--- config.mk ---
export PLATFORM = sky130hd
export DESIGN_NAME = mac_address_text_parser_unit
export DESIGN_NICKNAME = d
export VERILOG_FILES = /design/src/design/macp_pkg.sv /design/src/design/macp_hex_decode.sv /design/src/design/macp_parse_core.sv /design/src/design/mac_address_text_parser_unit.sv
export SDC_FILE = /design/constraint.sdc
export NUM_CORES = 1
export LEC_CHECK = 0
export BUFFER_PORTS_ARGS = -buffer_cell sky130_fd_sc_hd__buf_2
export CORE_ASPECT_RATIO = 1.75
export CORE_MARGIN = 10
export CORE_UTILIZATION = 42
export CTS_CLUSTER_SIZE = 40
export DETAILED_ROUTE_END_ITERATION = 12
export PLACE_DENSITY_LB_ADDON = 0.08
export SYNTH_ARGS = -nofsm -noshare
export SYNTH_HDL_FRONTEND = slang
export SYNTH_SLANG_ARGS = --single-unit
--- constraint.sdc ---
create_clock -name aclk -period 4.3 [get_ports aclk]
set_input_delay 1.29 -clock aclk [delete_from_list [all_inputs] [get_ports aclk]]
set_output_delay 1.29 -clock aclk [all_outputs]
set_load 0.01 [all_outputs]
--- src/design/macp_pkg.sv ---
// ----------------------------------------------------------------------------
// macp_pkg
// Shared types and character constants for the MAC address text parser.
// ----------------------------------------------------------------------------
package macp_pkg;

    // One input request: a text character or the end-of-string marker
    typedef struct packed {
        logic [7:0] character;
        logic       end_of_string;
    } in_item_t;

    // One result: assembled address, completed part count and valid flag
    typedef struct packed {
        logic [47:0] mac;
        logic [2:0]  parts_parsed;
        logic        valid_res;
    } out_item_t;

    // Character codes
    localparam logic [7:0] CHAR_COLON   = 8'h3A;
    localparam logic [7:0] CHAR_ZERO    = 8'h30;
    localparam logic [7:0] CHAR_NINE    = 8'h39;
    localparam logic [7:0] CHAR_LOWER_A = 8'h61;
    localparam logic [7:0] CHAR_LOWER_F = 8'h66;
    localparam logic [7:0] CHAR_UPPER_A = 8'h41;
    localparam logic [7:0] CHAR_UPPER_F = 8'h46;
    localparam logic [3:0] HEX_LETTER_BASE = 4'd10;

    // Part counting
    localparam int         NUM_BYTES   = 6;
    localparam logic [2:0] PART_LIMIT  = 3'd6;
    localparam logic [2:0] COUNT_MAX   = 3'd7;
    localparam logic [1:0] DIGITS_FULL = 2'd2;

endpackage

--- src/design/macp_hex_decode.sv ---
// ----------------------------------------------------------------------------
// macp_hex_decode
// Decode one text character into a hex nibble and a hex-digit flag.
// ----------------------------------------------------------------------------
module macp_hex_decode (
    input  logic [7:0] character,
    output logic       is_hex,
    output logic [3:0] nibble
);

    logic is_digit;
    logic is_lower;
    logic is_upper;
    logic [7:0] off_digit;
    logic [7:0] off_lower;
    logic [7:0] off_upper;

    // Classify the character range
    assign is_digit = (character >= macp_pkg::CHAR_ZERO)
                   && (character <= macp_pkg::CHAR_NINE);
    assign is_lower = (character >= macp_pkg::CHAR_LOWER_A)
                   && (character <= macp_pkg::CHAR_LOWER_F);
    assign is_upper = (character >= macp_pkg::CHAR_UPPER_A)
                   && (character <= macp_pkg::CHAR_UPPER_F);

    assign off_digit = character - macp_pkg::CHAR_ZERO;
    assign off_lower = character - macp_pkg::CHAR_LOWER_A;
    assign off_upper = character - macp_pkg::CHAR_UPPER_A;

    // Select the nibble value
    always_comb begin
        nibble = 4'd0;
        if (is_digit) begin
            nibble = off_digit[3:0];
        end else if (is_lower) begin
            nibble = off_lower[3:0] + macp_pkg::HEX_LETTER_BASE;
        end else if (is_upper) begin
            nibble = off_upper[3:0] + macp_pkg::HEX_LETTER_BASE;
        end
    end

    assign is_hex = is_digit || is_lower || is_upper;

endmodule

--- src/design/macp_parse_core.sv ---
// ----------------------------------------------------------------------------
// macp_parse_core
// Parser state and per-request update; forms the result on end of string.
// ----------------------------------------------------------------------------
module macp_parse_core (
    input  logic                  aclk,
    input  logic                  aresetn,
    input  logic                  step,
    input  macp_pkg::in_item_t    item,
    output macp_pkg::out_item_t   result
);

    logic [2:0]  part_count_reg;
    logic [2:0]  part_count_next;
    logic [1:0]  digit_count_reg;
    logic [1:0]  digit_count_next;
    logic [7:0]  part_value_reg;
    logic [7:0]  part_value_next;
    logic [47:0] address_bytes_reg;
    logic [47:0] address_bytes_next;
    logic        stopped_reg;
    logic        stopped_next;

    logic        is_hex;
    logic [3:0]  nibble;
    logic [47:0] addr_closed;
    logic [2:0]  count_closed;

    macp_hex_decode u_hex_decode (
        .character (item.character),
        .is_hex    (is_hex),
        .nibble    (nibble)
    );

    // Close the current part: merge its byte and bump the saturating count
    always_comb begin
        addr_closed = address_bytes_reg;
        for (int i = 0; i < macp_pkg::NUM_BYTES; i++) begin
            if (part_count_reg == 3'(i)) begin
                addr_closed[8*(macp_pkg::NUM_BYTES-1-i) +: 8] =
                    address_bytes_reg[8*(macp_pkg::NUM_BYTES-1-i) +: 8] | part_value_reg;
            end
        end
        count_closed = (part_count_reg == macp_pkg::COUNT_MAX) ? part_count_reg
                                                               : part_count_reg + 3'd1;
    end

    // Result seen on an end-of-string request
    always_comb begin
        result.mac          = stopped_reg ? address_bytes_reg : addr_closed;
        result.parts_parsed = stopped_reg ? part_count_reg : count_closed;
        result.valid_res    = (result.parts_parsed == macp_pkg::PART_LIMIT);
    end

    // Advance the parser state by one request
    always_comb begin
        part_count_next    = part_count_reg;
        digit_count_next   = digit_count_reg;
        part_value_next    = part_value_reg;
        address_bytes_next = address_bytes_reg;
        stopped_next       = stopped_reg;
        if (step) begin
            if (item.end_of_string) begin
                part_count_next    = 3'd0;
                digit_count_next   = 2'd0;
                part_value_next    = 8'd0;
                address_bytes_next = 48'd0;
                stopped_next       = 1'b0;
            end else if (!stopped_reg) begin
                if (item.character == macp_pkg::CHAR_COLON) begin
                    address_bytes_next = addr_closed;
                    part_count_next    = count_closed;
                    digit_count_next   = 2'd0;
                    part_value_next    = 8'd0;
                end else if (digit_count_reg >= macp_pkg::DIGITS_FULL || !is_hex) begin
                    stopped_next = 1'b1;
                end else begin
                    part_value_next  = {part_value_reg[3:0], nibble};
                    digit_count_next = digit_count_reg + 2'd1;
                end
            end
        end
    end

    // Hold the parser state
    always_ff @(posedge aclk) begin
        if (!aresetn) begin
            part_count_reg    <= 3'd0;
            digit_count_reg   <= 2'd0;
            part_value_reg    <= 8'd0;
            address_bytes_reg <= 48'd0;
            stopped_reg       <= 1'b0;
        end else begin
            part_count_reg    <= part_count_next;
            digit_count_reg   <= digit_count_next;
            part_value_reg    <= part_value_next;
            address_bytes_reg <= address_bytes_next;
            stopped_reg       <= stopped_next;
        end
    end

`ifndef SYNTHESIS
    // A part never holds more than two digits
    assert property (@(posedge aclk) disable iff (!aresetn)
        digit_count_reg <= macp_pkg::DIGITS_FULL)
        else $error("digit count beyond two");

    // End of string leaves a clean parser
    assert property (@(posedge aclk) disable iff (!aresetn)
        step && item.end_of_string |=>
            part_count_reg == 3'd0 && !stopped_reg && address_bytes_reg == 48'd0)
        else $error("parser not cleared after end of string");

    // No address byte is set before the first part is completed
    assert property (@(posedge aclk) disable iff (!aresetn)
        part_count_reg == 3'd0 |-> address_bytes_reg == 48'd0)
        else $error("address bytes set with no completed part");
`endif

endmodule

--- src/design/mac_address_text_parser_unit.sv ---
// Path: an accepted request waits in the input register; the parser update
//   then feeds the result register, which drives m_valid on end of string.
// Throughput: one request per cycle, unless an end-of-string request is held
//   while an unread result waits in the result register.
// Reset: synchronous active-low aresetn clears the parser and both valid flags.
// ----------------------------------------------------------------------------
// mac_address_text_parser_unit
// Parse colon-separated MAC address text into a 48-bit address per string.
// ----------------------------------------------------------------------------
module mac_address_text_parser_unit (
    input  logic                  aclk,
    input  logic                  aresetn,
    input  logic                  s_valid,
    output logic                  s_ready,
    input  macp_pkg::in_item_t    s_data,
    output logic                  m_valid,
    input  logic                  m_ready,
    output macp_pkg::out_item_t   m_data
);

    logic                 in_valid_reg;
    macp_pkg::in_item_t   in_item_reg;
    logic                 out_valid_reg;
    macp_pkg::out_item_t  out_item_reg;
    macp_pkg::out_item_t  result;
    logic                 advance;

    // Step the parser unless an end request would overwrite an unread result
    assign advance = in_valid_reg
                  && (!in_item_reg.end_of_string || !out_valid_reg || m_ready);
    assign s_ready = !in_valid_reg || advance;

    macp_parse_core u_parse_core (
        .aclk    (aclk),
        .aresetn (aresetn),
        .step    (advance),
        .item    (in_item_reg),
        .result  (result)
    );

    // Input register valid
    always_ff @(posedge aclk) begin
        if (!aresetn) begin
            in_valid_reg <= 1'b0;
        end else if (s_valid && s_ready) begin
            in_valid_reg <= 1'b1;
        end else if (advance) begin
            in_valid_reg <= 1'b0;
        end
    end

    // Input register payload
    always_ff @(posedge aclk) begin
        if (s_valid && s_ready) begin
            in_item_reg <= s_data;
        end
    end

    // Result register valid
    always_ff @(posedge aclk) begin
        if (!aresetn) begin
            out_valid_reg <= 1'b0;
        end else if (advance && in_item_reg.end_of_string) begin
            out_valid_reg <= 1'b1;
        end else if (m_ready) begin
            out_valid_reg <= 1'b0;
        end
    end

    // Result register payload
    always_ff @(posedge aclk) begin
        if (advance && in_item_reg.end_of_string) begin
            out_item_reg <= result;
        end
    end

    assign m_valid = out_valid_reg;
    assign m_data  = out_item_reg;

`ifndef SYNTHESIS
    // Valid flag agrees with the part count
    assert property (@(posedge aclk) disable iff (!aresetn)
        m_valid |-> (m_data.valid_res == (m_data.parts_parsed == macp_pkg::PART_LIMIT)))
        else $error("valid_res disagrees with parts_parsed");

    // Input side stalls only while a request is held
    assert property (@(posedge aclk) disable iff (!aresetn)
        !s_ready |-> in_valid_reg && in_item_reg.end_of_string && out_valid_reg)
        else $error("input stalled without a blocked end request");

    // Hold a stalled result unchanged
    assert property (@(posedge aclk) disable iff (!aresetn)
        m_valid && !m_ready |=> m_valid && $stable(m_data))
        else $error("stalled result dropped or changed");
`endif

endmodule

==> impl_metrics.env <==
export IMPL_io_buffers=66
export IMPL_cap_viol_max_count=0
export IMPL_nets=547
export IMPL_drt_pass1_iterations=4
export IMPL_worst_slack_ns=0.900
export IMPL_status="finished clean"
export IMPL_die_area_sq_um=17400
export IMPL_track_usage=0.143
export IMPL_rsz0062_at_grt="no"
export IMPL_die_h_um=167
export IMPL_via_per_inst=5.30
export IMPL_synthCells=476
export IMPL_crit_path_end_kind="output port"
export IMPL_wl_per_cell_um=17.2
export IMPL_drive_gt1_frac=0.216
export IMPL_overflow=0
export IMPL_grt_pass1_wl_um=20100
export IMPL_utilization=0.516
export IMPL_clk_latency_ns=0.42
export IMPL_drtIter0Drc=275
export IMPL_slew_viol_final=0
export IMPL_rows=53
export IMPL_yosys_register_bits=125
export IMPL_hp_class="reg -> reg"
export IMPL_period_share=0.791
export IMPL_drt_antenna_violating_nets=0
export IMPL_htree_num_levels=4
export IMPL_min_period_ns=3.40
export IMPL_clockRootBuffer="clkbuf_16"
export IMPL_post_cts_setup_buffers=0
export IMPL_syn_to_final_growth_pct=19.9
export IMPL_largest_reg_flops=52
export IMPL_cts_hold_buf=0
export IMPL_num_antenna_cells=0
export IMPL_seq_area_frac_synth=0.599
export IMPL_antenna_found_initial=0
export IMPL_setup_viol=0
export IMPL_routed_wl_um=12100
export IMPL_hold_viol_final=0
export IMPL_clockBufferDepth=2
export IMPL_yosys_warnings=0
export IMPL_grt_max_degree=50
export IMPL_cts_clk_slew_worst_paths_ns=0.06
export IMPL_layout_common_cells="nor2_1, buf_2, dfxtp_1"
export IMPL_synth_ff_type="dfxtp_1"
export IMPL_clock_sinks=125
export IMPL_cts_made_buffers=17
export IMPL_slew_headroom=0.292
export IMPL_start_util=0.431
export IMPL_avgSynthCellArea_sq_um=10.9
export IMPL_fin_hold_ws_ns=0.466
export IMPL_core_sq_um=12100
export IMPL_path_class="in -> out"
export IMPL_critPathArrivalTime_ns=2.11
export IMPL_ir_drop_v=0.000289
export IMPL_dp_hpwl_um=8140
export IMPL_drcViolationCount=0
export IMPL_syn_area_sq_um=5200
export IMPL_cp_required_ns=3.01
export IMPL_critPathMaxFanout=5
export IMPL_fmax_mhz=294
export IMPL_num_io_pins=67
export IMPL_grt_pass1_vias=3718
export IMPL_cts_resized=0
export IMPL_async_reset_ff_frac=0
export IMPL_n_fill_cell=1129
export IMPL_vias=3726
export IMPL_fin_skew_ns=0.00875
export IMPL_syn_num_nets=498
export IMPL_synth_edf_count=61
export IMPL_power_density_nw_per_um2=461
export IMPL_fin_setup_tns_ns=0
export IMPL_tritoncts="done"
export IMPL_layout_commonest_cell="nor2_1"
export IMPL_leakage_nw=2.86
export IMPL_yosysUniqueCellTypes=48
export IMPL_dp_slack_ns=0.918
export IMPL_startpoint_type="input pin"
export IMPL_place_congestion=0.776
export IMPL_die_w_um=104
export IMPL_power_mw=2.88
export IMPL_tightest_slew_ns=1.06
## power breakdown
part	internal (mW)	switching, mW	leakage, nW
combinational	0.0335	0.0784	1.47
clock	0.937	0.550	0.291
sequential	1.26	0.0132	1.10
## synthesized netlist by cell type, drive strengths merged, types with 2 or more instances
cell	n	area, sq um
or4b	2	20.0
dfxtp	64	1280
nor4	2	25.0
nand2	26	97.6
and3b	2	17.5
and2	5	31.3
nand3	2	10.0
nor2	71	267
inv	9	33.8
a21oi	5	25.0
and3	18	113
clkbuf	32	120
a311oi	2	23.8
o21ai	17	85.1
a311o	2	20.0
a21o	49	368
edfxtp	61	1830
o21bai	2	18.8
o211ai	3	27.5
buf	9	51.3
nor2b	3	21.3
ha	9	113
nand2b	5	31.3
mux2i	9	90.1
a31oi	51	325
nand3b	2	15.0
## layout make-up
type | count | area (sq um) | share of cell area
Multi-Input combinational cell | 301 | 1890 | 0.303
Timing Repair Buffer | 71 | 368 | 0.0590
Clock buffer | 18 | 439 | 0.0705
Inverter | 9 | 33.8 | 0.00542
Tap cell | 165 | 206 | 0.0331
Clock inverter | 14 | 181 | 0.0291
Sequential cell | 125 | 3110 | 0.499
## per-layer routing
| layer | wire length (um) | track usage | up-vias |
|---|---|---|---|
| met1 | 4880 | 0.158 | 1776 |
| met5 | 0 | 0 | - |
| met2 | 6350 | 0.248 | 108 |
| li1 | - | - | 1824 |
| met4 | 255 | 0.0620 | 0 |
| met3 | 615 | 0.0423 | 18 |
## logic make-up (layout without fill, tap and decap cells)
kind of cell    count (synthesis)  after routing  share of synthesized area
compound gates                139            139                      0.185
flops                         125            125                      0.599
xor+xnor                        1              1                    0.00169
fa+ha+maj                       9              9                     0.0217
buf+inv                        50            112                     0.0395
simple gates                  142            142                      0.134
mux                            10             10                     0.0195
## metrics by stage
stage               instances  cell area [sq um]
floorplan                 476               5200
global route              703               6230
CTS                       703               6230
detailed placement        671               5610
finish                    703               6230
global placement          671               5610
## worst paths after layout
path	start	end	slack [ns]	cells after the start
worst max-delay path	m_ready	s_ready	0.90	4
worst min-delay path	u_parse_core.address_bytes_reg[28]	u_parse_core.address_bytes_reg[28]	0.47	2
worst max register to register	in_item_reg[1]	u_parse_core.address_bytes_reg[34]	1.67	7
worst min register to register	u_parse_core.address_bytes_reg[28]	u_parse_core.address_bytes_reg[28]	0.47	2
## worst max-delay path, stage by stage
cell	delay [ns]
buf_2	0.10
nor2b_1	0.39
nand3_1	0.16
buf_2	0.17
Note: power is estimated with default switching activity, not from simulation.
